File: src/rtl/q_learning_dvfs_governor_core_macros.svh
// ----------------------------------------------------------------------------
// q_learning_dvfs_governor_core_macros
// Assertion helpers for the governor core, clocked on clock, held off in reset.
// ----------------------------------------------------------------------------
`ifndef Q_LEARNING_DVFS_GOVERNOR_CORE_MACROS_SVH
`define Q_LEARNING_DVFS_GOVERNOR_CORE_MACROS_SVH

// consequent checked in the same cycle
`define QLDG_ASSERT_NOW(lbl, ante, cons, msg) \
   lbl: assert property (@(posedge clock) disable iff (reset) (ante) |-> (cons)) \
      else $error(msg);

// consequent checked in the next cycle
`define QLDG_ASSERT_NEXT(lbl, ante, cons, msg) \
   lbl: assert property (@(posedge clock) disable iff (reset) (ante) |=> (cons)) \
      else $error(msg);

`endif

File: src/rtl/qldg_pkg.sv
// ----------------------------------------------------------------------------
// qldg_pkg
// Shared widths, codes and control structs for the governor core.
// ----------------------------------------------------------------------------
package qldg_pkg;

   localparam int STATE_W  = 6;
   localparam int VALUE_W  = 17;
   localparam int REWARD_W = 18;
   localparam int T_W      = 35;
   localparam int MUL_A_W  = 17;
   localparam int MUL_B_W  = 20;
   localparam int PROD_W   = 37;
   localparam int ACC_W    = 52;
   localparam int DELTA_W  = 22;
   localparam int SUM_W    = 23;

   localparam logic [1:0] ACT_DOWN = 2'd0;
   localparam logic [1:0] ACT_STAY = 2'd1;
   localparam logic [1:0] ACT_UP   = 2'd2;
   localparam logic [1:0] ACT_RSVD = 2'd3;

   localparam logic [1:0] MUL_GB = 2'd0;   // gamma * best
   localparam logic [1:0] MUL_AL = 2'd1;   // alpha * low half of T
   localparam logic [1:0] MUL_AH = 2'd2;   // alpha * high half of T

   localparam logic [1:0] CSR_ALPHA    = 2'd0;
   localparam logic [1:0] CSR_GAMMA    = 2'd1;
   localparam logic [1:0] CSR_THRESH   = 2'd2;
   localparam logic [1:0] CSR_LEARN_ON = 2'd3;

   localparam logic [15:0] ALPHA_RST  = 16'd3277;
   localparam logic [15:0] GAMMA_RST  = 16'd24576;
   localparam logic [15:0] THRESH_RST = 16'd32767;

   localparam logic signed [VALUE_W-1:0] VALUE_MAX = 17'sd65535;

   typedef struct packed {
      logic       load_in;
      logic       read_lo;
      logic       read_hi;
      logic       decide;
      logic       mul_en;
      logic [1:0] mul_op;
      logic       load_t;
      logic       load_acc;
      logic       commit;
      logic       report;
   } cmd_type;

   typedef struct packed {
      logic out_free;
   } sts_type;

endpackage

File: src/rtl/qldg_ctrl.sv
// ----------------------------------------------------------------------------
// qldg_ctrl
// Sequencer for one governor tick: value reads, decision, multiply steps, commit,
// or a report of the current value when learning is off.
module qldg_ctrl (
   input  logic             clock,
   input  logic             reset,
   input  logic             req_valid,
   input  logic             learning_on,
   input  qldg_pkg::sts_type sts,
   output logic             req_stall,
   output qldg_pkg::cmd_type cmd
);

   localparam logic [3:0] ST_IDLE = 4'd0;
   localparam logic [3:0] ST_RD0  = 4'd1;
   localparam logic [3:0] ST_RD1  = 4'd2;
   localparam logic [3:0] ST_DEC  = 4'd3;
   localparam logic [3:0] ST_RPT  = 4'd4;
   localparam logic [3:0] ST_MGB  = 4'd5;
   localparam logic [3:0] ST_TSUM = 4'd6;
   localparam logic [3:0] ST_MAL  = 4'd7;
   localparam logic [3:0] ST_MAH  = 4'd8;
   localparam logic [3:0] ST_ACC  = 4'd9;
   localparam logic [3:0] ST_UPD  = 4'd10;

   logic [3:0] state_ff;
   logic [3:0] state_in;

   always_comb begin
      state_in = state_ff;
      cmd      = '0;
      unique case (state_ff)
         ST_IDLE: begin
            if (req_valid) begin
               cmd.load_in = 1'b1;
               state_in    = ST_RD0;
            end
         end
         ST_RD0: begin
            cmd.read_lo = 1'b1;
            state_in    = ST_RD1;
         end
         ST_RD1: begin
            cmd.read_hi = 1'b1;
            state_in    = ST_DEC;
         end
         ST_DEC: begin
            if (learning_on) begin
               cmd.decide = 1'b1;
               state_in   = ST_MGB;
            end else begin
               state_in = ST_RPT;
            end
         end
         ST_RPT: begin
            if (sts.out_free) begin
               cmd.report = 1'b1;
               state_in   = ST_IDLE;
            end
         end
         ST_MGB: begin
            cmd.mul_en = 1'b1;
            cmd.mul_op = qldg_pkg::MUL_GB;
            state_in   = ST_TSUM;
         end
         ST_TSUM: begin
            cmd.load_t = 1'b1;
            state_in   = ST_MAL;
         end
         ST_MAL: begin
            cmd.mul_en = 1'b1;
            cmd.mul_op = qldg_pkg::MUL_AL;
            state_in   = ST_MAH;
         end
         ST_MAH: begin
            cmd.mul_en = 1'b1;
            cmd.mul_op = qldg_pkg::MUL_AH;
            state_in   = ST_ACC;
         end
         ST_ACC: begin
            cmd.load_acc = 1'b1;
            state_in     = ST_UPD;
         end
         ST_UPD: begin
            if (sts.out_free) begin
               cmd.commit = 1'b1;
               state_in   = ST_IDLE;
            end
         end
         default: begin
            state_in = ST_IDLE;
         end
      endcase
   end

   always_ff @(posedge clock) begin
      if (reset) begin
         state_ff <= ST_IDLE;
      end else begin
         state_ff <= state_in;
      end
   end

   assign req_stall = (state_ff != ST_IDLE);

endmodule

File: src/rtl/qldg_dpath.sv
// ----------------------------------------------------------------------------
// qldg_dpath
// Value store, reward, greedy choice, shared multiplier, TD update and result
// register of the governor core.
// ----------------------------------------------------------------------------
module qldg_dpath #(
   parameter int NUM_STATES = 16
) (
   input  logic                     clock,
   input  logic                     reset,
   input  qldg_pkg::cmd_type        cmd,
   output qldg_pkg::sts_type        sts,
   input  logic [15:0]              alpha_q15,
   input  logic [15:0]              gamma_q15,
   input  logic [15:0]              explore_threshold,
   input  logic [15:0]              req_cpu_perf,
   input  logic signed [15:0]       req_temperature_q8,
   input  logic [15:0]              req_random_draw,
   input  logic [1:0]               req_random_action,
   input  logic                     rsp_stall,
   output logic                     rsp_valid,
   output logic [5:0]               rsp_next_state,
   output logic [1:0]               rsp_chosen_action,
   output logic                     rsp_explored,
   output logic signed [16:0]       rsp_updated_value
);

   localparam int AW  = $clog2(NUM_STATES);
   localparam int SW  = qldg_pkg::STATE_W;
   localparam int VW  = qldg_pkg::VALUE_W;
   localparam int RW  = qldg_pkg::REWARD_W;
   localparam int TW  = qldg_pkg::T_W;
   localparam int AWM = qldg_pkg::MUL_A_W;
   localparam int BWM = qldg_pkg::MUL_B_W;
   localparam int PW  = qldg_pkg::PROD_W;
   localparam int CW  = qldg_pkg::ACC_W;
   localparam int DW  = qldg_pkg::DELTA_W;
   localparam int UW  = qldg_pkg::SUM_W;
   localparam logic [SW-1:0] LAST_STATE = SW'(NUM_STATES - 1);

   // value store
   logic signed [VW-1:0] value_mem_ff [NUM_STATES];
   logic [NUM_STATES-1:0] vld_ff;
   logic signed [VW-1:0] rd_a_ff, rd_b_ff;
   logic                 rd_a_vld_ff, rd_b_vld_ff;
   logic signed [VW-1:0] rd_a_val, rd_b_val;
   logic [AW-1:0]        addr_a, addr_b;

   // tick state
   logic [SW-1:0]        cur_state_ff;
   logic [SW-1:0]        s_down, s_up, ns_c;
   logic signed [RW-1:0] reward_ff;
   logic                 explore_ff;
   logic [1:0]           ract_ff;
   logic signed [VW-1:0] v_ff, vd_ff, best_ff, best_c, mx_dv;
   logic [1:0]           act_ff, act_c, greedy_act;
   logic                 at_end;

   // reward
   logic signed [26:0]   rwd_num, rwd_q;

   // arithmetic
   logic signed [AWM-1:0] mul_a;
   logic signed [BWM-1:0] mul_b;
   logic signed [PW-1:0]  mul_p, prod_ff;
   logic [31:0]           lo_ff;
   logic signed [TW-1:0]  t_ff, t_c;
   logic signed [CW-1:0]  acc_ff, acc_c, acc_q;
   logic signed [DW-1:0]  delta_c;
   logic signed [UW-1:0]  sum_c;
   logic signed [VW-1:0]  new_value;

   // result register
   logic                 rsp_valid_ff;
   logic [SW-1:0]        rsp_state_ff;
   logic [1:0]           rsp_act_ff;
   logic                 rsp_expl_ff;
   logic signed [VW-1:0] rsp_value_ff;

   // reward = trunc(((100 - cpu) * 256 - temp) / 256)
   assign rwd_num = ((27'sd100 - $signed({11'b0, req_cpu_perf})) <<< 8)
                    - $signed({{11{req_temperature_q8[15]}}, req_temperature_q8});
   assign rwd_q   = (rwd_num >>> 8)
                    + $signed({26'b0, (rwd_num[26] && (rwd_num[7:0] != 8'd0))});

   always_ff @(posedge clock) begin
      if (cmd.load_in) begin
         reward_ff  <= rwd_q[RW-1:0];
         explore_ff <= (req_random_draw > explore_threshold);
         ract_ff    <= req_random_action;
      end
   end

   // neighbours, clamped at the ends
   assign s_down = (cur_state_ff == '0) ? cur_state_ff : cur_state_ff - SW'(1);
   assign s_up   = (cur_state_ff >= LAST_STATE) ? cur_state_ff : cur_state_ff + SW'(1);
   assign at_end = (cur_state_ff == '0) || (cur_state_ff >= LAST_STATE);

   assign addr_a = cmd.read_hi ? s_up[AW-1:0] : cur_state_ff[AW-1:0];
   assign addr_b = s_down[AW-1:0];

   always_ff @(posedge clock) begin
      if (cmd.read_lo || cmd.read_hi) begin
         rd_a_ff     <= value_mem_ff[addr_a];
         rd_a_vld_ff <= vld_ff[addr_a];
      end
      if (cmd.read_lo) begin
         rd_b_ff     <= value_mem_ff[addr_b];
         rd_b_vld_ff <= vld_ff[addr_b];
      end
      if (cmd.commit) begin
         value_mem_ff[cur_state_ff[AW-1:0]] <= new_value;
      end
   end

   always_ff @(posedge clock) begin
      if (reset) begin
         vld_ff <= '0;
      end else if (cmd.commit) begin
         vld_ff[cur_state_ff[AW-1:0]] <= 1'b1;
      end
   end

   // entries never written read as zero
   assign rd_a_val = rd_a_vld_ff ? rd_a_ff : '0;
   assign rd_b_val = rd_b_vld_ff ? rd_b_ff : '0;

   // decision: rd_a holds the up neighbour here
   always_comb begin
      mx_dv  = (v_ff > vd_ff) ? v_ff : vd_ff;
      best_c = (rd_a_val > mx_dv) ? rd_a_val : mx_dv;
      if (v_ff > vd_ff) begin
         greedy_act = (rd_a_val > v_ff) ? qldg_pkg::ACT_UP : qldg_pkg::ACT_STAY;
      end else begin
         greedy_act = (rd_a_val > vd_ff) ? qldg_pkg::ACT_UP : qldg_pkg::ACT_DOWN;
      end
      priority if (explore_ff) begin
         act_c = (ract_ff == qldg_pkg::ACT_RSVD) ? qldg_pkg::ACT_STAY : ract_ff;
      end else if (at_end) begin
         act_c = qldg_pkg::ACT_DOWN;
      end else begin
         act_c = greedy_act;
      end
   end

   always_ff @(posedge clock) begin
      if (cmd.read_hi) begin
         v_ff  <= rd_a_val;
         vd_ff <= rd_b_val;
      end
      if (cmd.decide) begin
         best_ff <= best_c;
         act_ff  <= act_c;
      end
   end

   // shared multiplier
   always_comb begin
      unique case (cmd.mul_op)
         qldg_pkg::MUL_GB: begin
            mul_a = $signed({1'b0, gamma_q15});
            mul_b = $signed({{(BWM - VW){best_ff[VW-1]}}, best_ff});
         end
         qldg_pkg::MUL_AL: begin
            mul_a = $signed({1'b0, alpha_q15});
            mul_b = $signed({4'b0, t_ff[15:0]});
         end
         qldg_pkg::MUL_AH: begin
            mul_a = $signed({1'b0, alpha_q15});
            mul_b = $signed({t_ff[TW-1], t_ff[TW-1:16]});
         end
         default: begin
            mul_a = '0;
            mul_b = '0;
         end
      endcase
   end

   assign mul_p = mul_a * mul_b;

   // T = reward*2^15 + gamma*best - V*2^15
   assign t_c = ($signed({{(TW - RW){reward_ff[RW-1]}}, reward_ff}) <<< 15)
                + $signed(prod_ff[TW-1:0])
                - ($signed({{(TW - VW){v_ff[VW-1]}}, v_ff}) <<< 15);

   assign acc_c = ($signed({{(CW - PW){prod_ff[PW-1]}}, prod_ff}) <<< 16)
                  + $signed({20'b0, lo_ff});

   always_ff @(posedge clock) begin
      if (cmd.mul_en) begin
         prod_ff <= mul_p;
         if (cmd.mul_op == qldg_pkg::MUL_AH) begin
            lo_ff <= prod_ff[31:0];
         end
      end
      if (cmd.load_t) begin
         t_ff <= t_c;
      end
      if (cmd.load_acc) begin
         acc_ff <= acc_c;
      end
   end

   // delta = trunc(alpha*T / 2^30), then saturate V + delta
   assign acc_q   = acc_ff >>> 30;
   assign delta_c = acc_q[DW-1:0]
                    + $signed({{(DW - 1){1'b0}}, (acc_ff[CW-1] && (acc_ff[29:0] != '0))});
   assign sum_c   = $signed({{(UW - VW){v_ff[VW-1]}}, v_ff})
                    + $signed({delta_c[DW-1], delta_c});

   always_comb begin
      priority if (sum_c > $signed({{(UW - VW){1'b0}}, qldg_pkg::VALUE_MAX})) begin
         new_value = qldg_pkg::VALUE_MAX;
      end else if (sum_c < -$signed({{(UW - VW){1'b0}}, qldg_pkg::VALUE_MAX})) begin
         new_value = -qldg_pkg::VALUE_MAX;
      end else begin
         new_value = sum_c[VW-1:0];
      end
   end

   always_comb begin
      unique case (act_ff)
         qldg_pkg::ACT_DOWN: ns_c = s_down;
         qldg_pkg::ACT_UP:   ns_c = s_up;
         default:            ns_c = cur_state_ff;
      endcase
   end

   always_ff @(posedge clock) begin
      if (reset) begin
         cur_state_ff <= '0;
      end else if (cmd.commit) begin
         cur_state_ff <= ns_c;
      end
   end

   // result register
   assign sts.out_free = !rsp_valid_ff || !rsp_stall;

   always_ff @(posedge clock) begin
      if (reset) begin
         rsp_valid_ff <= 1'b0;
      end else if (cmd.commit || cmd.report) begin
         rsp_valid_ff <= 1'b1;
      end else if (!rsp_stall) begin
         rsp_valid_ff <= 1'b0;
      end
   end

   always_ff @(posedge clock) begin
      if (cmd.commit) begin
         rsp_state_ff <= ns_c;
         rsp_act_ff   <= act_ff;
         rsp_expl_ff  <= explore_ff;
         rsp_value_ff <= new_value;
      end else if (cmd.report) begin
         rsp_state_ff <= cur_state_ff;
         rsp_act_ff   <= qldg_pkg::ACT_STAY;
         rsp_expl_ff  <= 1'b0;
         rsp_value_ff <= v_ff;
      end
   end

   assign rsp_valid         = rsp_valid_ff;
   assign rsp_next_state    = rsp_state_ff;
   assign rsp_chosen_action = rsp_act_ff;
   assign rsp_explored      = rsp_expl_ff;
   assign rsp_updated_value = rsp_value_ff;

endmodule

File: src/rtl/q_learning_dvfs_governor_core.sv
// ----------------------------------------------------------------------------
// q_learning_dvfs_governor_core
// Tabular TD learner that steps a frequency level down, holds it or steps it
// up once per tick. One tick is in flight at a time and req_stall stays high
// until its result is loaded into the output register. With learning on a
// tick runs three value-store reads over its two read ports, the decision,
// then gamma*best and the two halves of alpha*T through one shared 17x20
// multiplier, an accumulate, and the truncate/saturate/write-back step.
// With learning off a tick skips the update and reports the stored value.
// A full result register that is held by rsp_stall delays the final step.
// The value store reads as zero after reset through per-entry valid bits;
// there is no clearing pass.
// ----------------------------------------------------------------------------
`include "q_learning_dvfs_governor_core_macros.svh"

module q_learning_dvfs_governor_core #(
   parameter int NUM_STATES = 16
) (
   input  logic               clock,
   input  logic               reset,
   input  logic               req_valid,
   output logic               req_stall,
   input  logic [15:0]        req_cpu_perf,
   input  logic signed [15:0] req_temperature_q8,
   input  logic [15:0]        req_random_draw,
   input  logic [1:0]         req_random_action,
   output logic               rsp_valid,
   input  logic               rsp_stall,
   output logic [5:0]         rsp_next_state,
   output logic [1:0]         rsp_chosen_action,
   output logic               rsp_explored,
   output logic signed [16:0] rsp_updated_value,
   input  logic               csr_wr_en,
   input  logic [1:0]         csr_index,
   input  logic [15:0]        csr_wdata
);

   logic [15:0] alpha_ff;
   logic [15:0] gamma_ff;
   logic [15:0] thresh_ff;
   logic        learn_on_ff;

   qldg_pkg::cmd_type cmd;
   qldg_pkg::sts_type sts;

   always_ff @(posedge clock) begin
      if (reset) begin
         alpha_ff    <= qldg_pkg::ALPHA_RST;
         gamma_ff    <= qldg_pkg::GAMMA_RST;
         thresh_ff   <= qldg_pkg::THRESH_RST;
         learn_on_ff <= 1'b1;
      end else if (csr_wr_en) begin
         unique case (csr_index)
            qldg_pkg::CSR_ALPHA:    alpha_ff    <= csr_wdata;
            qldg_pkg::CSR_GAMMA:    gamma_ff    <= csr_wdata;
            qldg_pkg::CSR_THRESH:   thresh_ff   <= csr_wdata;
            qldg_pkg::CSR_LEARN_ON: learn_on_ff <= csr_wdata[0];
         endcase
      end
   end

   qldg_ctrl u_ctrl (
      .clock       (clock),
      .reset       (reset),
      .req_valid   (req_valid),
      .learning_on (learn_on_ff),
      .sts         (sts),
      .req_stall   (req_stall),
      .cmd         (cmd)
   );

   qldg_dpath #(
      .NUM_STATES (NUM_STATES)
   ) u_dpath (
      .clock              (clock),
      .reset              (reset),
      .cmd                (cmd),
      .sts                (sts),
      .alpha_q15          (alpha_ff),
      .gamma_q15          (gamma_ff),
      .explore_threshold  (thresh_ff),
      .req_cpu_perf       (req_cpu_perf),
      .req_temperature_q8 (req_temperature_q8),
      .req_random_draw    (req_random_draw),
      .req_random_action  (req_random_action),
      .rsp_stall          (rsp_stall),
      .rsp_valid          (rsp_valid),
      .rsp_next_state     (rsp_next_state),
      .rsp_chosen_action  (rsp_chosen_action),
      .rsp_explored       (rsp_explored),
      .rsp_updated_value  (rsp_updated_value)
   );

   `QLDG_ASSERT_NEXT(a_busy_after_accept, req_valid && !req_stall, req_stall, "item accepted but core not busy")
   `QLDG_ASSERT_NOW(a_state_in_range, rsp_valid, int'(rsp_next_state) < NUM_STATES, "level out of range")
   `QLDG_ASSERT_NOW(a_value_saturated, rsp_valid, rsp_updated_value != 17'h10000, "value not saturated")
   `QLDG_ASSERT_NOW(a_action_code, rsp_valid, rsp_chosen_action != qldg_pkg::ACT_RSVD, "bad action code")

endmodule

File: config.mk
export PLATFORM = sky130hd
export DESIGN_NAME = q_learning_dvfs_governor_core
export DESIGN_NICKNAME = d
export VERILOG_FILES = /design/src/rtl/qldg_pkg.sv /design/src/rtl/qldg_ctrl.sv /design/src/rtl/qldg_dpath.sv /design/src/rtl/q_learning_dvfs_governor_core.sv
export VERILOG_INCLUDE_DIRS = /design/src /design/src/rtl
export SDC_FILE = /design/constraint.sdc
export NUM_CORES = 2
export LEC_CHECK = 0
export ABC_AREA = 1
export BUFFER_PORTS_ARGS = -buffer_cell sky130_fd_sc_hd__buf_2
export CAP_MARGIN = 20
export CORE_ASPECT_RATIO = 0.6
export CORE_MARGIN = 4
export CORE_UTILIZATION = 55
export DETAILED_ROUTE_END_ITERATION = 7
export PLACE_DENSITY_LB_ADDON = 0.08
export SLEW_MARGIN = 20
export SYNTH_ARGS = -nofsm -noshare
export SYNTH_HDL_FRONTEND = slang
export SYNTH_SLANG_ARGS = --single-unit
File: constraint.sdc
create_clock -name clock -period 7.18 [get_ports clock]
set_clock_uncertainty 0.2 [all_clocks]
set_input_delay 0.359 -clock clock [delete_from_list [all_inputs] [get_ports clock]]
set_output_delay 0.359 -clock clock [all_outputs]
set_load 0.02 [all_outputs]
==> reports/summary.txt <==
Hold Path Depth - 5
Vias in the first global route - 37500
First-pass GRT wire length - 234000 um
Mapped Avg Cell Area - 8.73 um^2
Dpl hpwl - 119000 um
FP Rows - 84
CTS Sinks - 639
F_max - 144 MHz
Tot Pwr - 18300 uW
Initial Util - 55.4%
Layout cell share with drive strength beyond 1 - 12.8%
Tcrit/Tclk final - 96.8%
Fillers - 7433
Worst Setup Start Kind - flop
Final Cell Area - 0.0554 mm^2
Most frequent cells in the layout - inv_1 (1068), nand2_1 (959), edfxtp_1 (563)
CTS tree - built
Non-filler cells, final - 7090
Number of synthesized register bits - 639
Commonest non-fill, non-tap cell in the layout - inv_1
H-tree depth - 2
Flop2flop setup slack - 230 ps
Critical Path Max Stage Delay - 590 ps
CP max stage cell - fa_2
Worst EP required - 7400 ps
Vias per cell - 5.77
Worst Hold Path EP - u_dpath.rsp_valid
Gr ovfl total - 0
Pwr dens - 331 mW/mm^2
Synth Cell Area - 0.0485 mm^2
Relative slew slack - 22.7%
Global Route Usage Sum - 33.4%
Sequential element share of the synthesized area - 38.0%
Placed inst area - 0.0523 mm^2
Number of distinct library cells after synthesis - 62
Reg2Reg Depth - 30
Pins over their slew limit - 0
RD Place Congestion - 0.992
Cells after Synth - 5556
Tightest Hold Check Type - input pin to flop
Most used cell, CP - inv_1
WL/cell - 22.3 um
Port bufs - 100
Post-route DRC - 0
Kind of critical path - flop to flop
Unrepaired setup endpoints after global routing - true
Die Height - 238 um
Placed Instances - 6937
Hold path start - rsp_stall
Syn Nets - 6232
Synth Warn # - 0
Die Wd - 391 um
Post-layout nets - 6553
Worst setup EP type - flop
Clk_lat worst skew - 680 ps
CTS max path bufs - 3
Die area - 0.0931 mm^2
Fin. Hold Viols - 0
Core area - 0.0874 mm^2
Initial antenna violation count - 7
Area delta synth->final - 14.2%
Worst slew pin tran - 1160 ps
Final ANT Viol Nets - 0
I/O pin count - 101
Status - complete, no violations
Number of max-cap violations - 0
Routed WL - 158000 um
Minimum clock period - 6950 ps
Worst IR Drop VDD - 390 uV
Reg2Reg Capture Point - u_dpath.prod_ff[27]
# setup viols final - 0
Vias - 40900
Detailed Route Iter0 Violations - 5716
Leakage Power - 0.0253 uW
Crit path max fanout - 15
Total CTS buffers - 60
Root buffer cell - clkbuf_16
WP data arrival - 7170 ps
Router iterations before antenna repair - 6
Worst-path clk slew - 70 ps
R2R Path Start - u_ctrl.state_ff[3]
Largest net degree at the start of global routing - 146
## registers in the layout, indices dropped and copies added, names as in the netlist, 16 cells and up
| name | flops |
|---|---|
| u_dpath.rd_a_ff | 17 |
| gamma_ff | 16 |
| u_dpath.lo_ff | 32 |
| u_dpath.rd_b_ff | 17 |
| u_dpath.vld_ff | 16 |
| u_dpath.prod_ff | 36 |
| u_dpath.acc_ff | 52 |
| u_dpath.v_ff | 17 |
| u_dpath.reward_ff | 18 |
| thresh_ff | 16 |
| alpha_ff | 16 |
| u_dpath.value_mem_ff | 272 |
| u_dpath.best_ff | 17 |
| u_dpath.rsp_updated_value | 17 |
| u_dpath.vd_ff | 17 |
| u_dpath.t_ff | 35 |
## area by class of cell
type,count,area (um^2),share of cell area [%]
multi-input combinational,3630,25800,46.5
sequential,639,18400,33.3
inverter,1119,4220,7.62
timing repair buffer,427,3510,6.33
clock buffer,77,1650,2.97
tap,1161,1450,2.62
clock inverter,36,348,0.628
antenna,1,2.50,0.00452
## report_power, final
part / internal [uW] / switching (uW)
Sequential: 4740 / 131
Combinational: 4030 / 6120
Clock: 1780 / 1500
Total: 10600 / 7750
## per-stage QoR
step	setup WS (ps)	util, %	hold WS [ps]	setup TNS [ps]
2_1_floorplan	0.692	-	200	0
3_3_place_gp	-245	59.8	201	-1700
3_5_place_dp	-298	59.8	205	-2840
4_1_cts	21.8	62.4	109	0
5_1_grt	-61.3	63.3	163	-293
6_report	228	63.3	152	0
## Yosys cell counts (all sizes together)
cell / n / area [um^2]
a211oi: 2 / 15.0
a21boi: 9 / 67.6
a21o: 9 / 67.6
a21oi: 280 / 1400
a221oi: 1 / 8.76
a22oi: 2 / 15.0
a31oi: 8 / 50.1
and2: 1 / 8.76
and3: 1 / 6.26
buf: 65 / 364
clkbuf: 103 / 387
clkinv: 11 / 41.3
dfxtp: 76 / 1520
edfxtp: 563 / 16900
fa: 328 / 6570
ha: 275 / 3440
inv: 1108 / 4160
nand2: 1017 / 3950
nand3: 273 / 1410
nand3b: 12 / 90.1
nand4: 46 / 288
nor2: 525 / 2060
nor3: 47 / 250
nor3b: 3 / 27.5
nor4: 24 / 150
o2111ai: 1 / 8.76
o211ai: 102 / 771
o21a: 7 / 52.6
o21ai: 375 / 1910
o21bai: 4 / 30.0
o221ai: 74 / 654
o22ai: 18 / 164
o311ai: 1 / 8.76
o31ai: 7 / 52.6
or2: 2 / 12.5
or4: 1 / 7.51
xnor2: 55 / 482
xor2: 120 / 1070
## worst max path at each step
| stage | startpoint | to | slack (ps) |
|---|---|---|---|
| 2_1_floorplan | u_ctrl.state_ff[2] | u_dpath.prod_ff[33] | 0.7 |
| 3_3_place_gp | u_ctrl.state_ff[2] | u_dpath.prod_ff[35] | -240 |
| 3_5_place_dp | u_ctrl.state_ff[2] | u_dpath.prod_ff[31] | -300 |
| 4_1_cts | u_ctrl.state_ff[2] | u_dpath.prod_ff[34] | 20 |
| 5_1_grt | u_ctrl.state_ff[3] | u_dpath.prod_ff[33] | -60 |
| 6_report | u_ctrl.state_ff[3] | u_dpath.prod_ff[27] | 230 |
## metal layers
layer	track usage, %	up-vias	wire (um)
li1	-	18700	-
met1	56.8	19400	74400
met2	40.4	2560	56200
met3	11.2	189	25300
met4	4.71	4	2080
met5	0	-	146
## critical path: cells and delay by family (launching register included)
kind	cells	cell delay (ps)
adders and majority gates	8	3670
AOI/OAI and AO/OA	2	270
DFF	1	330
buffers and inverters	13	1470
xor gates and xnor gates	1	210
and+or+nand+nor	6	630
## kinds of logic after synthesis
| kind of cell | share of synthesized area, % |
|---|---|
| and+or+nand+nor | 17.0 |
| adders and majority gates | 20.6 |
| AOI/OAI and AO/OA | 10.9 |
| DFF | 38.0 |
| xor gates and xnor gates | 3.20 |
| buffers and inverters | 10.2 |
## repair_timing
item,CTS,global route
setup endpoints to repair,16,21
resized for setup,11,149
hold endpoints to repair,71,0
hold buffers,23,0
cloned,0,3
pin swaps,1,31
buffers inserted,1,9
Note: power is estimated with default switching activity, not from simulation.
